--- src/rtl/psms_pkg.sv ---
// Package: shared types and constants for the packed special-matrix store.
package psms_pkg;

    localparam int IDX_W  = 5;
    localparam int DATA_W = 32;
    localparam int ACC_W  = 12;
    localparam int LAY_W  = 3;

    localparam logic CMD_WRITE = 1'b0;
    localparam logic CMD_READ  = 1'b1;

    localparam logic [LAY_W-1:0] LAYOUT_SYM_ROW = 3'd0;
    localparam logic [LAY_W-1:0] LAYOUT_SYM_COL = 3'd1;
    localparam logic [LAY_W-1:0] LAYOUT_TRI_ROW = 3'd2;
    localparam logic [LAY_W-1:0] LAYOUT_TRI_COL = 3'd3;
    localparam logic [LAY_W-1:0] LAYOUT_TD_ROW  = 3'd4;
    localparam logic [LAY_W-1:0] LAYOUT_TD_COL  = 3'd5;

    typedef enum logic {
        ALU_MUL,
        ALU_ADD
    } alu_op_t;

    typedef struct packed {
        alu_op_t          op;
        logic [ACC_W-1:0] a;
        logic [ACC_W-1:0] b;
    } alu_req_t;

endpackage

--- src/rtl/packed_special_matrix_store_top.sv ---
// Top level: packed special-matrix store with index sequencer.
//
// Holds one ORDER x ORDER symmetric, lower-triangular or tridiagonal matrix
// in a packed store. Each item on the s_ channel writes or reads one element
// at a 1-based (row, col); one result item per input item leaves on m_.
// The layout register is written through cfg_valid/cfg_ready/cfg_data; the
// user must write it only while the block is idle, as the block itself does
// not enforce this; cfg_ready is always high.
// Per item the sequencer steps through decode, one multiply and one add on
// the shared unit, one store access and one load of the result register,
// then presents the result. The shared arithmetic unit and the single store
// port serve one item at a time; s_tready is high only when idle.
// A stalled receiver holds the result in the output register; no new item
// is taken until it has been accepted.
// Reset (aresetn low, synchronous) returns the sequencer to idle and the
// layout to symmetric row-major; the store contents are undefined until
// written, and reading an unwritten element returns an undefined value.
// Bad indices, accesses outside the tridiagonal band and unused layout
// codes give status 1 with zero read data and leave the store untouched.
module packed_special_matrix_store_top
    import psms_pkg::*;
#(
    parameter int ORDER = 16
) (
    input  logic              aclk,
    input  logic              aresetn,
    input  logic              cfg_valid,
    output logic              cfg_ready,
    input  logic [LAY_W-1:0]  cfg_data,
    input  logic              s_tvalid,
    output logic              s_tready,
    input  logic [47:0]       s_tdata,   // row[4:0], col[9:5], write_data[41:10], zero fill
    input  logic              s_tuser,   // command
    output logic              m_tvalid,
    input  logic              m_tready,
    output logic [DATA_W-1:0] m_tdata,   // read_data
    output logic              m_tuser    // status
);

    localparam int TRI_SIZE    = ORDER * (ORDER + 1) / 2;
    localparam int STORE_DEPTH = TRI_SIZE + 1;
    localparam int ADDR_W      = $clog2(STORE_DEPTH);

    typedef enum logic [2:0] {
        ST_IDLE,
        ST_DECODE,
        ST_MUL,
        ST_ADD,
        ST_ACCESS,
        ST_LOAD,
        ST_RESP
    } state_t;

    state_t            state_reg, state_next;
    logic [LAY_W-1:0]  layout_reg, layout_next;
    logic              cmd_reg, cmd_next;
    logic [IDX_W-1:0]  row_reg, row_next;
    logic [IDX_W-1:0]  col_reg, col_next;
    logic [DATA_W-1:0] wdata_reg, wdata_next;
    logic [ACC_W-1:0]  opa_reg, opa_next;
    logic [ACC_W-1:0]  opb_reg, opb_next;
    logic [ACC_W-1:0]  off_reg, off_next;
    logic [ACC_W-1:0]  acc_reg, acc_next;
    logic              err_reg, err_next;
    logic [ADDR_W-1:0] addr_reg, addr_next;
    logic [DATA_W-1:0] data_reg, data_next;

    alu_req_t          alu_req;
    logic [ACC_W-1:0]  alu_y;
    logic              mem_we;
    logic              mem_re;
    logic [DATA_W-1:0] mem_rdata;

    logic [ACC_W-1:0]  row_x, col_x, i_x, j_x;
    logic              lower;
    logic              range_err;
    logic              band_err;

    psms_alu u_alu (
        .req (alu_req),
        .y   (alu_y)
    );

    psms_mem #(
        .DEPTH  (STORE_DEPTH),
        .ADDR_W (ADDR_W)
    ) u_mem (
        .aclk  (aclk),
        .we    (mem_we),
        .re    (mem_re),
        .addr  (addr_reg),
        .wdata (wdata_reg),
        .rdata (mem_rdata)
    );

    assign cfg_ready = 1'b1;
    assign s_tready  = (state_reg == ST_IDLE);
    assign m_tvalid  = (state_reg == ST_RESP);
    assign m_tdata   = data_reg;
    assign m_tuser   = err_reg;

    assign mem_we = (state_reg == ST_ACCESS) && !err_reg && (cmd_reg == CMD_WRITE);
    assign mem_re = (state_reg == ST_ACCESS) && !err_reg && (cmd_reg == CMD_READ);

    // Index decode
    assign row_x = ACC_W'(row_reg);
    assign col_x = ACC_W'(col_reg);
    assign lower = (row_reg >= col_reg);
    assign i_x   = lower ? row_x : col_x;
    assign j_x   = lower ? col_x : row_x;
    assign range_err = (row_reg == '0) || (col_reg == '0)
                    || (row_reg > IDX_W'(ORDER)) || (col_reg > IDX_W'(ORDER));
    assign band_err  = (row_x > col_x + ACC_W'(1)) || (col_x > row_x + ACC_W'(1));

    always_comb begin
        alu_req.op = ALU_MUL;
        alu_req.a  = opa_reg;
        alu_req.b  = opb_reg;
        if (state_reg == ST_ADD) begin
            alu_req.op = ALU_ADD;
            alu_req.a  = acc_reg >> 1;
            alu_req.b  = off_reg;
        end
    end

    always_comb begin
        state_next  = state_reg;
        layout_next = (cfg_valid && cfg_ready) ? cfg_data : layout_reg;
        cmd_next    = cmd_reg;
        row_next    = row_reg;
        col_next    = col_reg;
        wdata_next  = wdata_reg;
        opa_next    = opa_reg;
        opb_next    = opb_reg;
        off_next    = off_reg;
        acc_next    = acc_reg;
        err_next    = err_reg;
        addr_next   = addr_reg;
        data_next   = data_reg;

        unique case (state_reg)
            ST_IDLE: begin
                if (s_tvalid) begin
                    cmd_next   = s_tuser;
                    row_next   = s_tdata[4:0];
                    col_next   = s_tdata[9:5];
                    wdata_next = s_tdata[41:10];
                    state_next = ST_DECODE;
                end
            end
            ST_DECODE: begin
                // row-major lower: i(i-1)/2 + j-1; column-major lower:
                // (j-1)(2N-j+2)/2 + i-j; tridiagonal: 4r/2 + c-3 (row-major), 4c/2 + r-3 (column-major)
                err_next = range_err;
                opa_next = '0;
                opb_next = '0;
                off_next = ACC_W'(TRI_SIZE);
                unique case (layout_reg)
                    LAYOUT_SYM_ROW: begin
                        opa_next = i_x;
                        opb_next = i_x - ACC_W'(1);
                        off_next = j_x - ACC_W'(1);
                    end
                    LAYOUT_SYM_COL: begin
                        opa_next = j_x - ACC_W'(1);
                        opb_next = ACC_W'(2 * ORDER + 2) - j_x;
                        off_next = i_x - j_x;
                    end
                    LAYOUT_TRI_ROW: begin
                        if (lower) begin
                            opa_next = i_x;
                            opb_next = i_x - ACC_W'(1);
                            off_next = j_x - ACC_W'(1);
                        end
                    end
                    LAYOUT_TRI_COL: begin
                        if (lower) begin
                            opa_next = j_x - ACC_W'(1);
                            opb_next = ACC_W'(2 * ORDER + 2) - j_x;
                            off_next = i_x - j_x;
                        end
                    end
                    LAYOUT_TD_ROW: begin
                        err_next = range_err || band_err;
                        opa_next = ACC_W'(4);
                        opb_next = row_x;
                        off_next = col_x - ACC_W'(3);
                    end
                    LAYOUT_TD_COL: begin
                        err_next = range_err || band_err;
                        opa_next = ACC_W'(4);
                        opb_next = col_x;
                        off_next = row_x - ACC_W'(3);
                    end
                    default: begin
                        err_next = 1'b1;
                    end
                endcase
                state_next = ST_MUL;
            end
            ST_MUL: begin
                acc_next   = alu_y;
                state_next = ST_ADD;
            end
            ST_ADD: begin
                err_next   = err_reg || (alu_y >= ACC_W'(STORE_DEPTH));
                addr_next  = alu_y[ADDR_W-1:0];
                state_next = ST_ACCESS;
            end
            ST_ACCESS: begin
                state_next = ST_LOAD;
            end
            ST_LOAD: begin
                data_next  = (!err_reg && (cmd_reg == CMD_READ)) ? mem_rdata : '0;
                state_next = ST_RESP;
            end
            ST_RESP: begin
                if (m_tready) begin
                    state_next = ST_IDLE;
                end
            end
            default: begin
                state_next = ST_IDLE;
            end
        endcase
    end

    always_ff @(posedge aclk) begin
        cmd_reg   <= cmd_next;
        row_reg   <= row_next;
        col_reg   <= col_next;
        wdata_reg <= wdata_next;
        opa_reg   <= opa_next;
        opb_reg   <= opb_next;
        off_reg   <= off_next;
        acc_reg   <= acc_next;
        err_reg   <= err_next;
        addr_reg  <= addr_next;
        data_reg  <= data_next;
        if (!aresetn) begin
            state_reg  <= ST_IDLE;
            layout_reg <= LAYOUT_SYM_ROW;
        end else begin
            state_reg  <= state_next;
            layout_reg <= layout_next;
        end
    end

`ifndef ASSERT_OFF
    a_ready_excl_valid: assert property (@(posedge aclk) disable iff (!aresetn)
        s_tready |-> !m_tvalid)
        else $error("input ready while a result is pending");

    a_err_zero_data: assert property (@(posedge aclk) disable iff (!aresetn)
        (m_tvalid && m_tuser) |-> (m_tdata == '0))
        else $error("error result carries data");

    a_no_early_result: assert property (@(posedge aclk) disable iff (!aresetn)
        (s_tvalid && s_tready) |=> !m_tvalid)
        else $error("result presented in the cycle after acceptance");

    a_no_write_on_err: assert property (@(posedge aclk) disable iff (!aresetn)
        (m_tvalid && m_tuser) |-> !$past(mem_we, 2))
        else $error("store written for a failed access");
`endif

endmodule

--- src/rtl/psms_alu.sv ---
// Shared multiply/add unit used by the index sequencer.
module psms_alu
    import psms_pkg::*;
(
    input  alu_req_t         req,
    output logic [ACC_W-1:0] y
);

    always_comb begin
        unique case (req.op)
            ALU_MUL: y = req.a * req.b;
            ALU_ADD: y = req.a + req.b;
            default: y = '0;
        endcase
    end

endmodule

--- src/rtl/psms_mem.sv ---
// Packed element store: single port, registered read.
module psms_mem
    import psms_pkg::*;
#(
    parameter int DEPTH  = 137,
    parameter int ADDR_W = 8
) (
    input  logic              aclk,
    input  logic              we,
    input  logic              re,
    input  logic [ADDR_W-1:0] addr,
    input  logic [DATA_W-1:0] wdata,
    output logic [DATA_W-1:0] rdata
);

    logic [DATA_W-1:0] mem [DEPTH];

    always_ff @(posedge aclk) begin
        if (we) begin
            mem[addr] <= wdata;
        end
        if (re) begin
            rdata <= mem[addr];
        end
    end

endmodule
--- config.mk ---
export PLATFORM = sky130hd
export DESIGN_NAME = packed_special_matrix_store_top
export DESIGN_NICKNAME = d
export VERILOG_FILES = /design/src/rtl/psms_pkg.sv /design/src/rtl/packed_special_matrix_store_top.sv /design/src/rtl/psms_alu.sv /design/src/rtl/psms_mem.sv
export SDC_FILE = /design/constraint.sdc
export NUM_CORES = 2
export LEC_CHECK = 0
export BUFFER_PORTS_ARGS = -buffer_cell sky130_fd_sc_hd__buf_2
export CORE_MARGIN = 10
export CORE_UTILIZATION = 60
export CTS_CLUSTER_SIZE = 30
export DETAILED_ROUTE_END_ITERATION = 12
export PLACE_DENSITY = 0.76
export SYNTH_ARGS = -nofsm -noshare
export SYNTH_HDL_FRONTEND = slang
export SYNTH_MEMORY_MAX_BITS = 65536
export SYNTH_SLANG_ARGS = --single-unit
--- constraint.sdc ---
create_clock -name aclk -period 7.17 [get_ports aclk]
set_input_delay 1.434 -clock aclk [delete_from_list [all_inputs] [get_ports aclk]]
set_output_delay 1.434 -clock aclk [all_outputs]
set_load 0.1 [all_outputs]
# Yosys cells after proc, flatten, opt, wreduce, memory -nomap -nowiden
# Memories as Yosys holds them, arrays and structs flattened. A register that Yosys moved wholly into a read port is not among the register bits.
# Cells that the tools add are included.
dict set report word_totals {
  reg_bits 138
  ramBits 4384
  out_inout_bits 36
  word_cells 85
  mem_count 1
}
dict set report classes {
  addsub 9
  mul 1
  magnitude_cmp 6
  eq_ne 13
  muxes 20
  n_bitwise 2
  n_reduce_logical 20
}
# memory depth word_bits read_ports rd_clocked_by_memory_dff write_ports line
set memory_table {}
lappend memory_table {u_mem.mem 137 32 1 1 1 psms_mem.sv:16} ;# logic [DATA_W-1:0] mem [DEPTH];
# operator n
set ops {}
lappend ops {{12-bit case mux with 6 select lines} 2}
lappend ops {{12-bit 2-to-1 mux} 5}
lappend ops {{12-bit case mux with 5 select lines} 1}
lappend ops {{25-bit 2-to-1 mux} 1}
lappend ops {{12-bit case mux with 2 select lines} 1}
lappend ops {{3-bit case mux with 7 select lines} 1}
lappend ops {{3-bit equality test, second input constant} 5}
lappend ops {{5-bit 2-to-1 mux} 3}
lappend ops {{12-bit adder} 1}
lappend ops {{5-bit by 1-bit adder with 6-bit output, second input constant} 2}
lappend ops {{3-bit by 2-bit equality test with 1-bit output, second input constant} 4}
lappend ops {{12-bit by 8-bit greater-or-equal comparator with 1-bit output, second input constant} 1}
lappend ops {{5-bit by 6-bit greater-than comparator with 1-bit output} 2}
lappend ops {{12-bit by 12-bit multiplier with 12-bit output} 1}
lappend ops {{5-bit by 1-bit subtractor with 6-bit output, second input constant} 2}
lappend ops {{5-bit by 2-bit subtractor with 6-bit output, second input constant} 2}
lappend ops {{5-bit greater-than comparator, second input constant} 2}
lappend ops {{5-bit zero test} 2}
lappend ops {{6-bit by 5-bit subtractor with 7-bit output, first input constant} 1}
lappend ops {{3-bit by 1-bit equality test with 1-bit output, second input constant} 2}
lappend ops {{3-bit zero test} 2}
lappend ops {{1-bit logical OR} 6}
lappend ops {{3-bit 2-to-1 mux} 2}
lappend ops {{5-bit by 5-bit subtractor with 6-bit output} 1}
lappend ops {{12 further kinds} 19}

# Logic depth before layout (Yosys ltp)
dict set report logic_depth {
  ltp_word 7
  ltp_mapped 26
  mapped_depth_nobuf 22
}

# By module
# A second synthesis with hierarchy kept.
dict set report unflattened {
  hier_cells 9164
  hier_area_um2 178819.0
}
# mod n_inst cells_per_inst area_per_inst_um2 seq_area_each_um2
set by_module_without_submodules {}
lappend by_module_without_submodules {psms_mem 1 8301 170098.1 132607.2}
lappend by_module_without_submodules {packed_special_matrix_store_top 1 517 6025.8 3573.4}
lappend by_module_without_submodules {psms_alu 1 346 2695.1 0.0}

# Worst setup path before layout
# Ideal clock, no wire load.
dict set report synth_timing {
  path_type {flip-flop to flip-flop}
  from {register state_reg[1]}
  to {register err_reg, in the netlist m_tuser (data pin)}
  arrival_ps 5510
  t_required_ps 6911
  slack_ps 1401
  stages_incl_launch_ff 25
  path_buffers 4
  synth_period_minus_slack_ps 5769
  cell_sequence {dfxtp_1 > clkbuf_1 > nand3b_1 > buf_2 > inv_1 > buf_1 > clkbuf_1 > nand2_1 > nand2_1 > ha_1 > fa_1 > ha_1 > fa_1 > inv_1 > fa_1 > fa_1 > inv_1 > ha_1 > o21ai_0 > nand2b_1 > a21o_1 > a21oi_1 > xor2_1 > mux2i_1 > o31a_1}
}
dict set report synth_via {
  elab_chain_len 7
  word_cells_on_any_way 10
  cone_classes {add/sub (1); mul (1); order compare (1); eq/ne (2); mux (3); bitwise (1); reduce/logical (1)}
}
# item line
set synth_rtl {}
lappend synth_rtl {{start, declared} packed_special_matrix_store_top.sv:54} ;# state_t state_reg, state_next;
lappend synth_rtl {{start signal, assigned} packed_special_matrix_store_top.sv:244} ;# state_reg <= state_next;
lappend synth_rtl {{3-bit by 2-bit equality test with 1-bit output *} packed_special_matrix_store_top.sv:119} ;# if (state_reg == ST_ADD) begin
lappend synth_rtl {{25-bit 2-to-1 mux *} packed_special_matrix_store_top.sv:119}
lappend synth_rtl {{12-bit by 12-bit multiplier with 12-bit output (tied with other cells)} psms_alu.sv:11} ;# ALU_MUL: y = req.a * req.b;
lappend synth_rtl {{12-bit case mux with 2 select lines *} psms_alu.sv:10} ;# unique case (req.op)
lappend synth_rtl {{via alu_y[10]} packed_special_matrix_store_top.sv:69} ;# logic [ACC_W-1:0] alu_y;
lappend synth_rtl {{12-bit by 8-bit greater-or-equal comparator with 1-bit output *} packed_special_matrix_store_top.sv:206} ;# err_next = err_reg || (alu_y >= ACC_W'(STORE_DEPTH));
lappend synth_rtl {{1-bit logical OR *} packed_special_matrix_store_top.sv:206}
lappend synth_rtl {{1-bit case mux with 2 select lines *} packed_special_matrix_store_top.sv:141} ;# unique case (state_reg)
lappend synth_rtl {{via err_next} packed_special_matrix_store_top.sv:64} ;# logic err_reg, err_next;
lappend synth_rtl {{end signal, assigned} packed_special_matrix_store_top.sv:237} ;# err_reg <= err_next;
lappend synth_rtl {{end, declared} packed_special_matrix_store_top.sv:64}
# Mark *: on every way through the listed nets, which the timed path passes. The rest lies on a longest branch.
# A chain may end at the register's enable or synchronous reset.

# Worst setup path in the final report
# Ends and elaborated chain as after synthesis.

==> reports/metrics.yaml <==
clock_network:
  htreeDepth: 5
  worst_skew_pair.late_latency_ps: 990
  cts.repair.resized: 0
  cts_buffer_depth: 4
  holdBufCountCts: 0
  tritoncts_clock_tree: "built"
  clkTransAtPathRegs_ps: 60
  clk_root_buffer_cell: "sky130_fd_sc_hd__clkbuf_16"
  cts_made_buffers: 433
  cts_setup_buffers: 0
  cts.sink_count: 4537
drt:
  antenna_violating_nets_post_route: 0
  first_pass_drt_iterations: 6
  wl_per_cell_um: 39.7
  via_density_per_instance: 7.19
  drc_errors: 0
  detail_route.wirelength_um: 485000
  initialDrtViolationCount: 14400
  num_vias: 87800
layout:
  multiInputGateArea_sq_mm: 0.0390
  final_common_cell: "sky130_fd_sc_hd__edfxtp_1"
  largest_register_ff_count: 4384
  final_cell_mix: "sky130_fd_sc_hd__edfxtp_1 (4,531), sky130_fd_sc_hd__mux4_2 (1,358), sky130_fd_sc_hd__clkbuf_16 (436)"
  final-seq-area_sq_mm: 0.136
  final_design_area_no_fill_sq_mm: 0.198
  layout-drive-gt1-share_pct: 30.7
  largest_register: "u_mem.mem"
  area_delta_synth_final_pct: 12.2
  final_net_count: 8069
  layout.filler_cells: 16900
  finish.utilization_pct: 67.5
  final_instance_count_without_filler_cells: 12200
sta:
  part_of_the_cycle_the_worst_path_needs_pct: 85.6
  number_of_hold_violations_in_the_final_report: 0
  final-setup-viol-count: 0
  tns_ps: 0
  slew_headroom_pct: 4.00
  layout_min_cycle_time_ps: 6140
  worst_slew_pin_slew_ps: 1400
  rsz0062_at_grt: "no"
  max_freq_mhz: 163
  fin_worst_skew_ps: 103
  maxSlewViolCount: 0
logic_synthesis:
  ys_seq_area_share_pct: 77.2
  synthTopCellsByArea: "sky130_fd_sc_hd__edfxtp_1 (77%), sky130_fd_sc_hd__mux4_2 (17%), sky130_fd_sc_hd__fa_1 (0.45%)"
  asyncSetResetFlopFracSynth_pct: 0
  syn_avg_cell_area_sq_um: 23.7
  yosys_register_bits: 4537
  yosys_warnings: 0
  yosysTopAreaCellShare_pct: 77.1
  cell_type_with_the_highest_aggregate_area_in_the_netlist: "sky130_fd_sc_hd__edfxtp_1"
  synth_edf_count: 4531
  synthesis.instances: 7458
  yosys.cell_types.count: 68
  synthFlopType: "sky130_fd_sc_hd__edfxtp_1"
  mappedNetlistArea_sq_mm: 0.176
  synthesis.nets: 7615
placement:
  detailed_place.area_sq_mm: 0.184
  numPlacedInstances: 11400
  post-dp-hpwl_um: 252000
  place.port_buffers: 85
  place.gp.congestion: 0.877
pwr:
  combPwrFrac_pct: 5.6
  share_of_power_burned_in_the_clock_network_pct: 41.5
  net-switching-power_mw: 12.4
  pwr-share-seq_pct: 52.8
  power_report.internal_total_mw: 43.6
  leakagePower_nw: 61.8
  vdd_ir_drop_max_mv: 0.242
  power_per_cell_area_mw_per_mm2: 282
  power.switching_fraction_pct: 22.1
critical_path:
  crit_family: "adder cells"
  path_cells: "nand3b_1 -> inv_1 -> nand2_1 -> nand2_1 -> ha_1 -> fa_1 -> ha_1 -> fa_1 -> inv_1 -> fa_1 -> fa_1 -> inv_1 -> ha_1 -> o21ai_0 -> nand2b_1 -> a21o_1 -> a21oi_1 -> xor2_1 -> mux2i_1 -> o31a_1"
  r2r-start: "state_reg[1]$_SDFFE_PN0P_"
  timing.critical_path.mode_cell: "sky130_fd_sc_hd__fa_1"
  worst_endpoint_data_arrival_time_ps: 6830
  worst-setup-path-type: "reg -> reg"
  critical_path.slowest_cell: "sky130_fd_sc_hd__fa_1"
  crit_path_start_kind: "register"
  cp_data_required_time_ps: 7860
  timing.rr.end: "m_tuser$_DFFE_PP_"
  ff2ff_setup_slack_ps: 1030
  crit_fanout: 18
  r2r.worst_path.cells: 20
  critPathCaptureType: "register"
  slowest_delay_ps: 500
  cp.buffers_inverters: 3
floorplanning:
  core_region_area_sq_mm: 0.293
  initial_utilization_pct: 60.2
  rows: 199
  num_io_pins: 93
  die_x_um: 562
  fp.dieArea_sq_mm: 0.316
  dieHeight_um: 562
grt:
  grt_start_max_net_pins: 113
  grt_overflow: 0
  antenna_found_initial: 26
  grt_pass1_vias: 88500
  gr-usage-all-layers_pct: 30.4
  grt_pass1_wl_um: 684000
flow_run:
  cap_violations: 0
hold_path:
  hold_depth: 1
  hold-path-endpoint: "m_tdata[16]$_SDFFCE_PN0N_"
  hold_path_startpoint: "u_mem.rdata[16]$_DFFE_PP_"
  min-delay-path-class: "reg -> reg"
status:
  result_of_the_run: "finished clean"
[cells in the mapped netlist (18+ instances only)]
cell                       instances
sky130_fd_sc_hd__and2_1           52
sky130_fd_sc_hd__nand2_1         167
sky130_fd_sc_hd__buf_6            37
sky130_fd_sc_hd__inv_1            83
sky130_fd_sc_hd__edfxtp_1       4531
sky130_fd_sc_hd__nand3_1          27
sky130_fd_sc_hd__clkbuf_1        167
sky130_fd_sc_hd__a22oi_1          54
sky130_fd_sc_hd__ha_1             60
sky130_fd_sc_hd__mux4_2         1358
sky130_fd_sc_hd__nor3_1           25
sky130_fd_sc_hd__xnor2_1          36
sky130_fd_sc_hd__a21oi_1          63
sky130_fd_sc_hd__xor2_1           18
sky130_fd_sc_hd__o21ai_0          62
sky130_fd_sc_hd__buf_2           112
sky130_fd_sc_hd__mux2i_1          70
sky130_fd_sc_hd__nor2_1          211
sky130_fd_sc_hd__fa_1             40
sky130_fd_sc_hd__buf_4            33
sky130_fd_sc_hd__buf_1            43
[worst max path at each step]
| stage | end | cells past startpoint | from | slack [ps] |
|---|---|---|---|---|
| after detailed placement | m_tuser$_DFFE_PP_ | 20 | state_reg[1]$_SDFFE_PN0P_ | 1160 |
| after global placement | m_tuser$_DFFE_PP_ | 20 | state_reg[1]$_SDFFE_PN0P_ | 1150 |
| after floorplan | m_tuser$_DFFE_PP_ | 24 | state_reg[1]$_SDFFE_PN0P_ | 1400 |
| after global routing | m_tuser$_DFFE_PP_ | 20 | state_reg[1]$_SDFFE_PN0P_ | 720 |
| after CTS | m_tuser$_DFFE_PP_ | 20 | state_reg[1]$_SDFFE_PN0P_ | 1080 |
| final | m_tuser$_DFFE_PP_ | 20 | state_reg[1]$_SDFFE_PN0P_ | 1030 |
[per-stage QoR]
stage	total power, mW	hold WS, ps	setup slack [ps]
after floorplan	32.0	497	1400
after global placement	33.1	512	1150
after detailed placement	33.2	503	1160
after CTS	56.0	528	1080
after global routing	57.2	551	716
final	55.9	534	1030
[per-layer routing]
metal | track usage, % | wire, um | vias to the layer above
met2 | 47.2 | 230000 | 7638
met3 | 8.87 | 65700 | 1307
met5 | 0 | 74 | -
met1 | 40.7 | 162000 | 46100
li1 | - | - | 32800
met4 | 13.8 | 27100 | 10
[logic make-up after synthesis]
kind of cell             Yosys count  share of synthesized area (%)
adder cells (fa/ha/maj)          100                          0.879
other                              1                        0.00213
AO/OA/AOI/OAI                    304                           1.17
flip-flops                      4537                           77.2
buffers and inverters            479                           1.33
multiplexers                    1442                           17.8
AND/OR/NAND/NOR                  540                           1.35
XOR/XNOR                          55                          0.281
[power by group through the flow]
stage / registers [mW] / logic, mW / clock network [mW]
6_report: 29.5 / 3.15 / 23.2
5_1_grt: 29.5 / 3.36 / 24.3
4_1_cts: 29.5 / 3.10 / 23.4
3_5_place_dp: 30.1 / 3.05 / 0
3_3_place_gp: 30.1 / 2.99 / 0
2_1_floorplan: 30.4 / 1.61 / 0
[cell type report]
cell class | count | share of cell area, %
Clock buffer | 520 | 5.67
Timing Repair Buffer | 411 | 1.66
Antenna cell | 12 | 0.0152
Clock inverter | 281 | 1.54
Tap cell | 3919 | 2.48
Inverter | 87 | 0.165
Sequential cell | 4537 | 68.8
Multi-Input combinational cell | 2442 | 19.7
Power figures use the tool's default switching activity.
